## src/rtl/msq_pkg.sv

```systemverilog
// Shared types, tables and widths for the marching squares cell pipeline.
`default_nettype none
package msq_pkg;

  localparam int NUM_EDGES  = 4;
  localparam int NUM_LANES  = 2 * NUM_EDGES;
  localparam int DIV_STAGES = 16;
  localparam int NUM_STAGES = DIV_STAGES + 3;

  typedef struct packed {
    logic signed [15:0] x;
    logic signed [15:0] y;
  } point_t;

  typedef struct packed {
    logic [1:0] s;
    logic [1:0] e;
  } seg_t;

  typedef struct packed {
    logic [3:0]               idx;
    point_t [NUM_EDGES-1:0]   pa;
    logic [NUM_EDGES-1:0]     neg_x;
    logic [NUM_EDGES-1:0]     neg_y;
    logic [NUM_EDGES-1:0]     den_zero;
  } side_t;

  function automatic logic [3:0] crossed_edges(input logic [3:0] idx);
    logic [3:0] m;
    unique case (idx)
      4'd0:    m = 4'd0;
      4'd1:    m = 4'd9;
      4'd2:    m = 4'd3;
      4'd3:    m = 4'd10;
      4'd4:    m = 4'd6;
      4'd5:    m = 4'd15;
      4'd6:    m = 4'd5;
      4'd7:    m = 4'd12;
      4'd8:    m = 4'd12;
      4'd9:    m = 4'd5;
      4'd10:   m = 4'd15;
      4'd11:   m = 4'd6;
      4'd12:   m = 4'd10;
      4'd13:   m = 4'd3;
      4'd14:   m = 4'd9;
      default: m = 4'd0;
    endcase
    return m;
  endfunction

  function automatic logic [1:0] seg_count(input logic [3:0] idx);
    logic [1:0] n;
    unique case (idx)
      4'd0, 4'd15: n = 2'd0;
      4'd5, 4'd10: n = 2'd2;
      default:     n = 2'd1;
    endcase
    return n;
  endfunction

  function automatic seg_t seg_edge(input logic [3:0] idx, input logic second);
    seg_t r;
    unique case (idx)
      4'd1, 4'd14: r = '{s: 2'd0, e: 2'd3};
      4'd2, 4'd13: r = '{s: 2'd0, e: 2'd1};
      4'd3, 4'd12: r = '{s: 2'd1, e: 2'd3};
      4'd4, 4'd11: r = '{s: 2'd1, e: 2'd2};
      4'd5:        r = second ? '{s: 2'd1, e: 2'd2} : '{s: 2'd0, e: 2'd3};
      4'd6, 4'd9:  r = '{s: 2'd0, e: 2'd2};
      4'd7, 4'd8:  r = '{s: 2'd2, e: 2'd3};
      4'd10:       r = second ? '{s: 2'd2, e: 2'd3} : '{s: 2'd0, e: 2'd1};
      default:     r = '{s: 2'd0, e: 2'd0};
    endcase
    return r;
  endfunction

endpackage
`default_nettype wire

```

## src/rtl/msq_div_lane.sv

```systemverilog
// Pipelined restoring divider, one quotient bit per stage.
`default_nettype none
module msq_div_lane
  import msq_pkg::*;
(
  input  logic        clk,
  input  logic        en,
  input  logic [31:0] num,
  input  logic [15:0] den,
  output logic [15:0] quo
);

  logic [15:0] rem_s [DIV_STAGES+1];
  logic [15:0] lo_s  [DIV_STAGES+1];
  logic [15:0] q_s   [DIV_STAGES+1];
  logic [15:0] den_s [DIV_STAGES+1];

  assign rem_s[0] = num[31:16];
  assign lo_s[0]  = num[15:0];
  assign q_s[0]   = '0;
  assign den_s[0] = den;

  for (genvar j = 0; j < DIV_STAGES; j++) begin : g_stage
    logic [16:0] t;
    logic [17:0] d;
    logic        ge;
    assign t  = {rem_s[j], lo_s[j][15]};
    assign d  = {1'b0, t} - {2'b00, den_s[j]};
    assign ge = ~d[17];

    always_ff @(posedge clk) begin
      if (en) begin
        rem_s[j+1] <= ge ? d[15:0] : t[15:0];
        lo_s[j+1]  <= {lo_s[j][14:0], 1'b0};
        q_s[j+1]   <= {q_s[j][14:0], ge};
        den_s[j+1] <= den_s[j];
      end
    end
  end

  assign quo = q_s[DIV_STAGES];

endmodule
`default_nettype wire

```

## config.mk

```make
export PLATFORM = sky130hd
export DESIGN_NAME = msq_div_lane
export DESIGN_NICKNAME = d
export VERILOG_FILES = /design/src/rtl/msq_pkg.sv /design/src/rtl/msq_div_lane.sv
export SDC_FILE = /design/constraint.sdc
export NUM_CORES = 1
export LEC_CHECK = 0
export ABC_CLOCK_PERIOD_IN_PS = 5240
export BUFFER_PORTS_ARGS = -buffer_cell sky130_fd_sc_hd__buf_4
export CORE_UTILIZATION = 45
export CTS_CLUSTER_SIZE = 16
export DETAILED_ROUTE_END_ITERATION = 16
export PLACE_DENSITY = 0.6
export SETUP_SLACK_MARGIN = 0.5
export SYNTH_ARGS = -nofsm -noshare
export SYNTH_HDL_FRONTEND = slang
export SYNTH_SLANG_ARGS = --single-unit
```

## constraint.sdc

```tcl
create_clock -name clk -period 5.24 [get_ports clk]
set_input_delay 0.262 -clock clk [delete_from_list [all_inputs] [get_ports clk]]
set_output_delay 0.262 -clock clk [all_outputs]
set_load 0.1 [all_outputs]
```

==> impl_results.md <==
* Startpoint types: flip-flop
* Maxcap violations at 0
* Slowest-stage cell, CP: o211ai_2
* Power Total at 23000 uW
* Post-layout min period at 3.59 ns
* Max Clk Rate at around 280 MHz
* DPL Wire Length at 43700 um
* Dpl cells at 3940
* Syn avg cell area at between 10 and 15 um^2
* R2R cell count at 8
* CP Max Fanout at 24
* Grt ovf at 0
* Count leader, synth: edfxtp_1
* Post-synth EDFFs at about 740
* CP Data Required Time at 5.61 ns
* Row count at 104
* Clock power frac at 23.5%
* Worst R2R End: g_stage[13].t[2]
* Synth Instances at 2855
* Synth async-reset ratio at 0%
* Crit path from: g_stage[12].t[1]
* Die width at between 200 and 300 um
* Sequential element share of the synthesized area at roughly 61%
* Core area at 80400 um^2
* Global-route wire length before repair at 104000 um
* Distinct cell type count after synthesis at 71
* Crit end category: flip-flop
* Pre-antenna DRT Iters at 7
* Int Pwr at around 15000 uW
* Actual slew at the worst max-slew pin at 1.12 ns
* Yosys top cell by area: edfxtp_1
* Largest net degree at the start of global routing at 140
* Final WL at 62300 um
* TritonCTS buffer count at 81
* Resized cells post-CTS at 0
* Leakage at 0.0162 uW
* Crit path DAT at slightly below 4 ns
* Worst R2R Start: g_stage[12].t[1]
* Initial antenna violation count at 0
* DRC Markers at 0
* Clock Pin Slew Worst Setup and Hold Paths at 0.06 ns
* I/O pin cnt at 66
* Relative slew slack at 25.0%
* Port Buf Inserts at 65
* Flops & latches, synth at 736
* Clock Path Buffers at 3
* Die H at 287 um
* Mapped cell area at 36500 um^2
* Type of the worst min-delay path: in2reg
* Root Driver: clkbuf_16
* Worst path cell trace: ha_1 -> nor2b_1 -> o21a_1 -> o21ai_0 -> a211oi_1 -> o31ai_1 -> o211ai_2 -> mux2_2
* H-tree depth at 3
* Setup violators final at 0
* Via count at 21700
* Top cell type's share of synthesized area at 60.6%
* Top_reg_cell synth: edfxtp_1
* Hold Violations, Final at 0
* Die ar. at ~80000 um^2
* Tcrit/Tclk final at 68.5%
* Sw power at approximately 7600 uW
* Fin nets at 3329
* Area contributors post-synth: edfxtp_1, ha_1, inv_1
* Iteration-0 DRC Markers at 1120
* FILL cells at approximately 6800
* Slew Viols, Final at 0
* Setup crit end: g_stage[13].t[2]
* Worst skew pair latency at 0.63 ns
* Sequential Power Share at between 30% and 40%
* Initial core utilization at 45.3%
* Clock Skew at 0.0275 ns
* Worst R2R Setup Slack at 1.65 ns
* Vias in the first global route at 22900
* Worst VDD drop at 0.000261 V
* Net Sw Frac at 33.1%
* RSZ-0062 raised after global routing: false
* Setup TNS at 0 ns
* Routability congestion estimate at 0.900
* Layout cell share with drive strength beyond 1 at a little over a tenth
* Synth top cells by count: edfxtp_1, inv_1, ha_1, a21oi_1, nor2_1
* Critical path type: reg2reg
* Remaining antenna violation count at 0
* Yosys warnings at 0
* Ant diodes at 0
* Syn_nets at 3175
* Routed len/inst at 15.1 um
* Average via count per standard cell at 5.25
* Area Overhead vs Synth at 12.9%
* Critical Path Max Stage Delay at between 0.8 and 0.9 ns
* Clock sinks at about 740
* Final Non-Filler Cells at 4135
* Pwr/cell area at 560 nW/um^2
* Status: complete, no violations
* Combinational Power Share at roughly 38%
* CTS tree: done
* Tot GR Track Use at about 15%
worst min-delay path by stage:
stage	startpoint	to	slack [ns]	cells past startpoint
after floorplan	den[0]	den_s[240]	0.36	0
after global placement	lo_s[106]	lo_s[91]	0.40	0
after detailed placement	lo_s[122]	lo_s[107]	0.40	0
after CTS	num[31]	g_stage[1].t[16]	0.06	4
after global routing	num[30]	g_stage[1].t[16]	0.11	3
final	num[30]	g_stage[1].t[16]	0.10	3
what timing repair did:
item / in CTS / in global routing
endpoints found under the setup margin: 0 / 0
buffers inserted: 0 / 0
hold buffers: 46 / 0
hold endpoints to repair: 46 / 0
worst max-delay path: cells and delay by family, from the launching register on:
family,cells,cell delay [ns]
AOI/OAI and AO/OA,5,2.01
DFF,1,0.44
muxes,1,0.42
adders and majority gates,1,0.30
and+or+nand+nor,1,0.14
per-layer routing:
layer / wire (um) / track usage [%] / up-vias
met3: 2020 / 2.43 / 146
met5: 0 / 0 / -
li1: - / - / 10800
met2: 35300 / 30.8 / 372
met1: 23000 / 14.6 / 10400
met4: 1970 / 7.09 / 0
power groups by stage:
stage               clock network, uW  logic (uW)  registers [uW]
global placement                    0        8240            8970
global route                     5810        9710            9030
finish                           5410        8730            8900
detailed placement                  0        8600            9020
CTS                              5590        8700            8910
floorplan                           0        6880            8800
layout make-up:
type | instances | area [um^2] | area share, %
Clock buffer | 99 | 2120 | 5.14
Clock inverter | 50 | 410 | 0.997
Inverter | 321 | 1200 | 2.93
Multi-Input combinational cell | 1743 | 12900 | 31.3
Sequential cell | 736 | 22100 | 53.7
Tap cell | 1060 | 1330 | 3.22
Timing Repair Buffer | 126 | 1140 | 2.78
cell usage in the layout (no fill, tap or decap), types with 9 or more instances in the layout:
master and count:
clkinv_1 18, o31a_1 15, o21a_1 55, fa_1 15, buf_4 73, and3_1 10, mux2_2 100, nand4_1 9
o21bai_1 9, a21o_1 58, a2111oi_0 9, o21bai_2 10, nor2b_1 39, dlygate4sd3_1 46, nand2_1 83, mux2i_1 10
edfxtp_1 736, a31oi_1 40, nand2b_1 26, ha_1 255, nor3_1 56, clkbuf_1 17, o211ai_1 16, xor2_1 59
a21oi_1 234, a211oi_1 30, nand3_1 39, nor2_1 234, clkinv_2 17, xnor2_1 101, o21ai_0 136, inv_1 321
clkbuf_16 82
registers in the layout, summed over array words and instances (netlist names):
signal,flops
q_s,120
g_stage.t,255
lo_s,105
den_s,240
quo,16
metrics by stage:
step | utilization [%] | hold slack (ns) | setup WS, ns | cell area (um^2)
2_1_floorplan | - | 0.361 | 2.27 | 36500
6_report | 51.2 | 0.102 | 1.65 | 41200
5_1_grt | 51.2 | 0.110 | 1.24 | 41200
4_1_cts | 51.2 | 0.0598 | 1.60 | 41200
3_5_place_dp | 47.5 | 0.405 | 1.60 | 38200
3_3_place_gp | 47.5 | 0.401 | 1.62 | 38200
cell families after synthesis:
logic type,Yosys count,share of synthesized area (%)
adder cells (fa/ha/maj),270,9.57
multiplexers,118,3.69
flip-flops,736,60.6
XOR/XNOR,160,3.84
AND/OR/NAND/NOR,523,6.55
buffers and inverters,376,4.17
AO/OA/AOI/OAI,672,11.6
Note: power is estimated with default switching activity, not from simulation.
