[src/rtl/msq_pkg.sv]
// Shared types, tables and widths for the marching squares cell pipeline.
`default_nettype none
package msq_pkg;

  localparam int NUM_EDGES  = 4;
  localparam int NUM_LANES  = 2 * NUM_EDGES;
  localparam int DIV_STAGES = 16;
  localparam int NUM_STAGES = DIV_STAGES + 3;

  typedef struct packed {
    logic signed [15:0] x;
    logic signed [15:0] y;
  } point_t;

  typedef struct packed {
    logic [1:0] s;
    logic [1:0] e;
  } seg_t;

  typedef struct packed {
    logic [3:0]               idx;
    point_t [NUM_EDGES-1:0]   pa;
    logic [NUM_EDGES-1:0]     neg_x;
    logic [NUM_EDGES-1:0]     neg_y;
    logic [NUM_EDGES-1:0]     den_zero;
  } side_t;

  function automatic logic [3:0] crossed_edges(input logic [3:0] idx);
    logic [3:0] m;
    unique case (idx)
      4'd0:    m = 4'd0;
      4'd1:    m = 4'd9;
      4'd2:    m = 4'd3;
      4'd3:    m = 4'd10;
      4'd4:    m = 4'd6;
      4'd5:    m = 4'd15;
      4'd6:    m = 4'd5;
      4'd7:    m = 4'd12;
      4'd8:    m = 4'd12;
      4'd9:    m = 4'd5;
      4'd10:   m = 4'd15;
      4'd11:   m = 4'd6;
      4'd12:   m = 4'd10;
      4'd13:   m = 4'd3;
      4'd14:   m = 4'd9;
      default: m = 4'd0;
    endcase
    return m;
  endfunction

  function automatic logic [1:0] seg_count(input logic [3:0] idx);
    logic [1:0] n;
    unique case (idx)
      4'd0, 4'd15: n = 2'd0;
      4'd5, 4'd10: n = 2'd2;
      default:     n = 2'd1;
    endcase
    return n;
  endfunction

  function automatic seg_t seg_edge(input logic [3:0] idx, input logic second);
    seg_t r;
    unique case (idx)
      4'd1, 4'd14: r = '{s: 2'd0, e: 2'd3};
      4'd2, 4'd13: r = '{s: 2'd0, e: 2'd1};
      4'd3, 4'd12: r = '{s: 2'd1, e: 2'd3};
      4'd4, 4'd11: r = '{s: 2'd1, e: 2'd2};
      4'd5:        r = second ? '{s: 2'd1, e: 2'd2} : '{s: 2'd0, e: 2'd3};
      4'd6, 4'd9:  r = '{s: 2'd0, e: 2'd2};
      4'd7, 4'd8:  r = '{s: 2'd2, e: 2'd3};
      4'd10:       r = second ? '{s: 2'd2, e: 2'd3} : '{s: 2'd0, e: 2'd1};
      default:     r = '{s: 2'd0, e: 2'd0};
    endcase
    return r;
  endfunction

endpackage
`default_nettype wire

[src/rtl/msq_ifs.sv]
// Valid/ready channel interfaces for cell words and segment words.
`default_nettype none


interface msq_out_if;
  logic               valid;
  logic               ready;
  logic signed [15:0] start_x;
  logic signed [15:0] start_y;
  logic signed [15:0] end_x;
  logic signed [15:0] end_y;
  logic               last_segment;

  modport source (
    output valid, start_x, start_y, end_x, end_y, last_segment,
    input  ready
  );
  modport sink (
    input  valid, start_x, start_y, end_x, end_y, last_segment,
    output ready
  );
endinterface
`default_nettype wire

[src/rtl/msq_emit.sv]
// Segment emitter: walks the line table of a finished cell, one segment per word.
`default_nettype none
module msq_emit
  import msq_pkg::*;
(
  input  logic                   clk,
  input  logic                   rst,
  input  logic                   fin_valid,
  input  logic [3:0]             fin_idx,
  input  point_t [NUM_EDGES-1:0] fin_pts,
  output logic                   fin_ready,
  msq_out_if.source              out_ch
);

  logic                   hold_v;
  logic                   phase;
  logic [3:0]             idx;
  point_t [NUM_EDGES-1:0] pts;

  logic [1:0] nseg;
  logic       last;
  logic       done;
  seg_t       seg;

  assign nseg      = seg_count(idx);
  assign last      = (nseg == 2'd1) || phase;
  assign done      = hold_v && ((nseg == 2'd0) || (out_ch.ready && last));
  assign fin_ready = ~hold_v || done;
  assign seg       = seg_edge(idx, phase);

  assign out_ch.valid        = hold_v && (nseg != 2'd0);
  assign out_ch.start_x      = pts[seg.s].x;
  assign out_ch.start_y      = pts[seg.s].y;
  assign out_ch.end_x        = pts[seg.e].x;
  assign out_ch.end_y        = pts[seg.e].y;
  assign out_ch.last_segment = last;

  always_ff @(posedge clk) begin
    if (rst) begin
      hold_v <= 1'b0;
      phase  <= 1'b0;
    end else if (fin_valid && fin_ready) begin
      hold_v <= 1'b1;
      phase  <= 1'b0;
    end else if (done) begin
      hold_v <= 1'b0;
    end else if (out_ch.valid && out_ch.ready) begin
      phase <= 1'b1;
    end
  end

  always_ff @(posedge clk) begin
    if (fin_valid && fin_ready) begin
      idx <= fin_idx;
      pts <= fin_pts;
    end
  end

endmodule
`default_nettype wire

[src/flat_wrapper.sv]
// flat-port wrapper written by rule: the top's interface ports become plain ports
module msq_emit_flat import msq_pkg::*;
  (clk, rst, fin_valid, fin_idx, fin_pts, fin_ready, out_ch_valid, out_ch_start_x, out_ch_start_y, out_ch_end_x, out_ch_end_y, out_ch_last_segment, out_ch_ready);
  msq_out_if out_ch_i ();
  input  logic clk;
  input  logic rst;
  input  logic fin_valid;
  input  logic [3:0] fin_idx;
  input  point_t [NUM_EDGES-1:0] fin_pts;
  output logic fin_ready;
  output wire logic [$bits(out_ch_i.valid)-1:0] out_ch_valid;
  output wire logic [$bits(out_ch_i.start_x)-1:0] out_ch_start_x;
  output wire logic [$bits(out_ch_i.start_y)-1:0] out_ch_start_y;
  output wire logic [$bits(out_ch_i.end_x)-1:0] out_ch_end_x;
  output wire logic [$bits(out_ch_i.end_y)-1:0] out_ch_end_y;
  output wire logic [$bits(out_ch_i.last_segment)-1:0] out_ch_last_segment;
  input wire logic [$bits(out_ch_i.ready)-1:0] out_ch_ready;
  assign out_ch_valid = out_ch_i.valid;
  assign out_ch_start_x = out_ch_i.start_x;
  assign out_ch_start_y = out_ch_i.start_y;
  assign out_ch_end_x = out_ch_i.end_x;
  assign out_ch_end_y = out_ch_i.end_y;
  assign out_ch_last_segment = out_ch_i.last_segment;
  assign out_ch_i.ready = out_ch_ready;
  msq_emit u_core (.clk(clk), .rst(rst), .fin_valid(fin_valid), .fin_idx(fin_idx), .fin_pts(fin_pts), .fin_ready(fin_ready), .out_ch(out_ch_i));
endmodule
[config.mk]
export PLATFORM = sky130hd
export DESIGN_NAME = msq_emit_flat
export DESIGN_NICKNAME = d
export VERILOG_FILES = /design/src/rtl/msq_pkg.sv /design/src/rtl/msq_ifs.sv /design/src/rtl/msq_emit.sv /design/src/flat_wrapper.sv
export SDC_FILE = /design/constraint.sdc
export NUM_CORES = 1
export LEC_CHECK = 0
export BUFFER_PORTS_ARGS = -buffer_cell sky130_fd_sc_hd__buf_2
export CAP_MARGIN = 20
export CELL_PAD_IN_SITES_DETAIL_PLACEMENT = 1
export CELL_PAD_IN_SITES_GLOBAL_PLACEMENT = 1
export CORE_MARGIN = 4
export CORE_UTILIZATION = 41
export CTS_BUF_LIST = sky130_fd_sc_hd__clkbuf_4 sky130_fd_sc_hd__clkbuf_8
export DETAILED_ROUTE_END_ITERATION = 8
export MAX_ROUTING_LAYER = met4
export PLACE_DENSITY = 0.94
export SETUP_SLACK_MARGIN = 0.4
export SLEW_MARGIN = 25
export SYNTH_ARGS = -nofsm -noshare
export SYNTH_HDL_FRONTEND = slang
export SYNTH_SLANG_ARGS = --single-unit
[constraint.sdc]
create_clock -name clk -period 10.9 [get_ports clk]
set_input_delay 1.635 -clock clk [delete_from_list [all_inputs] [get_ports clk]]
set_output_delay 1.635 -clock clk [all_outputs]
set_load 0.02 [all_outputs]
==> flow_summary.json <==
{
  "timing.rr.start": "u_core.idx[3]",
  "ctsHtreeMaxLevel": 4,
  "synth_edf_count": 132,
  "first_iter_violations": 174,
  "drt-pass1-iter-count": 4,
  "multi_input_area_sq_um": 1750,
  "avgViaCountPerCell": 5.24,
  "final_cell_area_sq_um": 7460,
  "finalPower_w": 0.00127,
  "gp_congestion": 0.821,
  "tightest_slew_ns": 0.965,
  "cts_tree": "built",
  "num_vias": 4281,
  "final_core_util": 0.533,
  "clk_path_buf_depth": 2,
  "syn_avg_cell_area_sq_um": 14.2,
  "clock.fmax_mhz": 204,
  "seqPwrFrac": 0.493,
  "synthTopCellsByArea": "edfxtp_1, mux2i_1, nand2_1",
  "critical-path-max-stage-delay_ns": 0.73,
  "cts_hold_buf": 0,
  "ys_async_sr_fraction": 0,
  "drc": 0,
  "synth_ff_type": "edfxtp_1",
  "dieArea_sq_um": 16400,
  "hold_ws_ns": 0.500,
  "seq_area_sq_um": 4000,
  "synth_cells": 418,
  "leakage_nw": 3.38,
  "synth.largest_area_cell": "edfxtp_1",
  "clkTransAtPathRegs_ns": 0.08,
  "port_buffers": 202,
  "timing.reg2reg.setup_slack_ns": 7.50,
  "place_area_sq_um": 7060,
  "grt_pass1_vias": 4824,
  "cts_resized": 0,
  "yosys_register_bits": 134,
  "critPathKind": "reg -> out",
  "start_util": 0.423,
  "setup.worst_path.start": "u_core.idx[1]",
  "switchingPower_w": 0.000366,
  "ys_warn_count": 0,
  "io_pins": 203,
  "critPathMaxFanout": 28,
  "intPower_w": 0.000900,
  "die_h_microns": 128,
  "grt_overflow": 0,
  "skew_ns": 0.00963,
  "endpoint_kind": "output port",
  "drt-total-wl_microns": 16600,
  "ir_drop_v": 0.000103,
  "setup_tns_ns": 0,
  "grt.total_usage": 0.209,
  "period_needed_ns": 4.90,
  "grt_max_degree": 70,
  "worstPathCellList": "nand2b_1 -> a21boi_0 -> a31oi_4 -> buf_4 -> mux2i_1 -> mux2i_1 -> buf_2",
  "rows": 43,
  "synthToLayoutAreaGrowth_pct": 26.0,
  "cts.sinks": 134,
  "coreArea_sq_um": 14000,
  "p_clk_frac": 0.325,
  "critical-path-top-delay-family": "compound AO/OA/AOI/OAI gates",
  "n_fill_cell": 1511,
  "critPathRequiredTime_ns": 9.27,
  "max_cap_violations": 0,
  "cts-root-buf": "clkbuf_8",
  "place_hpwl_microns": 11800,
  "powerDensity_nw_per_um2": 170,
  "netlist-cell-type-count": 27,
  "start_kind": "register",
  "crit_slowest_cell": "a31oi_4",
  "maxSlewViolCount": 0,
  "run_status": "completed",
  "min_period_over_period": 0.450,
  "rr_worst_depth": 6,
  "fp.dieW_microns": 128,
  "yosysSeqAreaShare": 0.677,
  "comb_power_share": 0.182,
  "crit_path_end": "out_ch_end_y[1]",
  "cp.arrival_ns": 3.27,
  "syn_area_sq_um": 5920,
  "crit_cells": 7,
  "relSlewSlack": 0.356,
  "grt_setup_unrepaired": "no",
  "hp-class": "reg -> reg",
  "hold_viol": 0,
  "drive_gt1_frac": 0.389,
  "ant_nets": 0,
  "setup-violations-final": 0,
  "numCtsBuffers": 17,
  "crit_path_frequent_cell": "mux2i_1",
  "wl_per_cell_microns": 20.3,
  "grt_antenna_before_repair": 2,
  "postCtsSetupBuffers": 0,
  "r2r-end": "u_core.pts[119]",
  "grt_first_pass_wirelength_microns": 25100,
  "fin_nets": 758,
  "clk_latency_ns": 0.44,
  "switching_share": 0.289,
  "synth_top_area_share": 0.670,
  "synthesis.nets": 554,
  "cp_num_buf_inv": 2
}
[stage by stage]
stage               cells  setup WS (ns)
floorplan             418           2.13
CTS                   815           5.94
detailed placement    783           6.44
global route          817           5.78
global placement      783           6.64
finish                817           6.00
[synth_stat cells, types with 2 or more instances]
cell / instances
nand2_1: 71
inv_1: 4
edfxtp_1: 132
a31oi_1: 33
dfxtp_1: 2
clkbuf_4: 3
buf_8: 6
buf_2: 7
nor2_1: 36
mux2i_1: 96
clkbuf_1: 6
a21oi_1: 5
and2_1: 2
o21ai_0: 2
[worst min path at each step]
stage                      start           end  slack (ns)  cells past startpoint
global placement    u_core.phase  u_core.phase        0.47                      2
finish              u_core.phase  u_core.phase        0.50                      2
floorplan           u_core.phase  u_core.phase        0.45                      2
detailed placement  u_core.phase  u_core.phase        0.49                      2
CTS                 u_core.phase  u_core.phase        0.50                      2
global route        u_core.phase  u_core.phase        0.52                      2
[final cells by class]
| type | instances | area share |
|---|---|---|
| Sequential cell | 134 | 0.537 |
| Multi-Input combinational cell | 256 | 0.235 |
| Timing Repair Buffer | 209 | 0.143 |
| Clock buffer | 18 | 0.0324 |
| Tap cell | 180 | 0.0302 |
| Clock inverter | 14 | 0.0198 |
| Inverter | 4 | 0.00201 |
| Antenna cell | 2 | 0.000671 |
[cell families after synthesis]
| group | Yosys count | share of synthesized area |
|---|---|---|
| simple gates | 113 | 0.0740 |
| flops | 134 | 0.677 |
| compound gates | 47 | 0.0524 |
| buf+inv | 28 | 0.0345 |
| mux | 96 | 0.162 |
[sequential cells by signal, summed over array words and instances, names as in the netlist]
| name | count |
|---|---|
| u_core.hold_v | 1 |
| u_core.phase | 1 |
| u_core.idx | 4 |
| u_core.pts | 128 |
[cells in the final DEF, fill, tap and decap left out, types with 2 or more instances in the layout]
cell type	instances
and2_1	2
mux2i_1	96
edfxtp_1	132
nand2_1	71
inv_1	4
a31oi_1	32
buf_2	202
dfxtp_1	2
o21ai_0	2
diode_2	2
inv_6	6
buf_4	7
bufinv_16	2
a21oi_1	4
clkinv_2	3
nor2_1	36
clkbuf_8	17
a31oi_4	2
[routing by layer]
layer	routed length, microns	GRT usage	vias up
met1	6290	0.219	2118
met5	0	-	-
met4	331	0.0843	0
li1	-	-	1978
met3	997	0.0546	27
met2	8980	0.374	158
[worst reg2reg max path, cell delays in order, from the launching register on]
cell and delay, ns:
edfxtp_1 0.57, and2_1 0.25, o221ai_1 0.30, nand2_1 0.18
a21oi_4 0.16, buf_4 0.68, buf_4 0.84
[power groups by stage]
stage               combinational, W  sequential (W)  clock, W
floorplan                   0.000148        0.000635         0
global placement            0.000223        0.000631         0
detailed placement          0.000233        0.000635         0
CTS                         0.000234        0.000624  0.000424
global route                0.000247        0.000627  0.000447
finish                      0.000230        0.000624  0.000412
(Power assumes the default switching activity.)
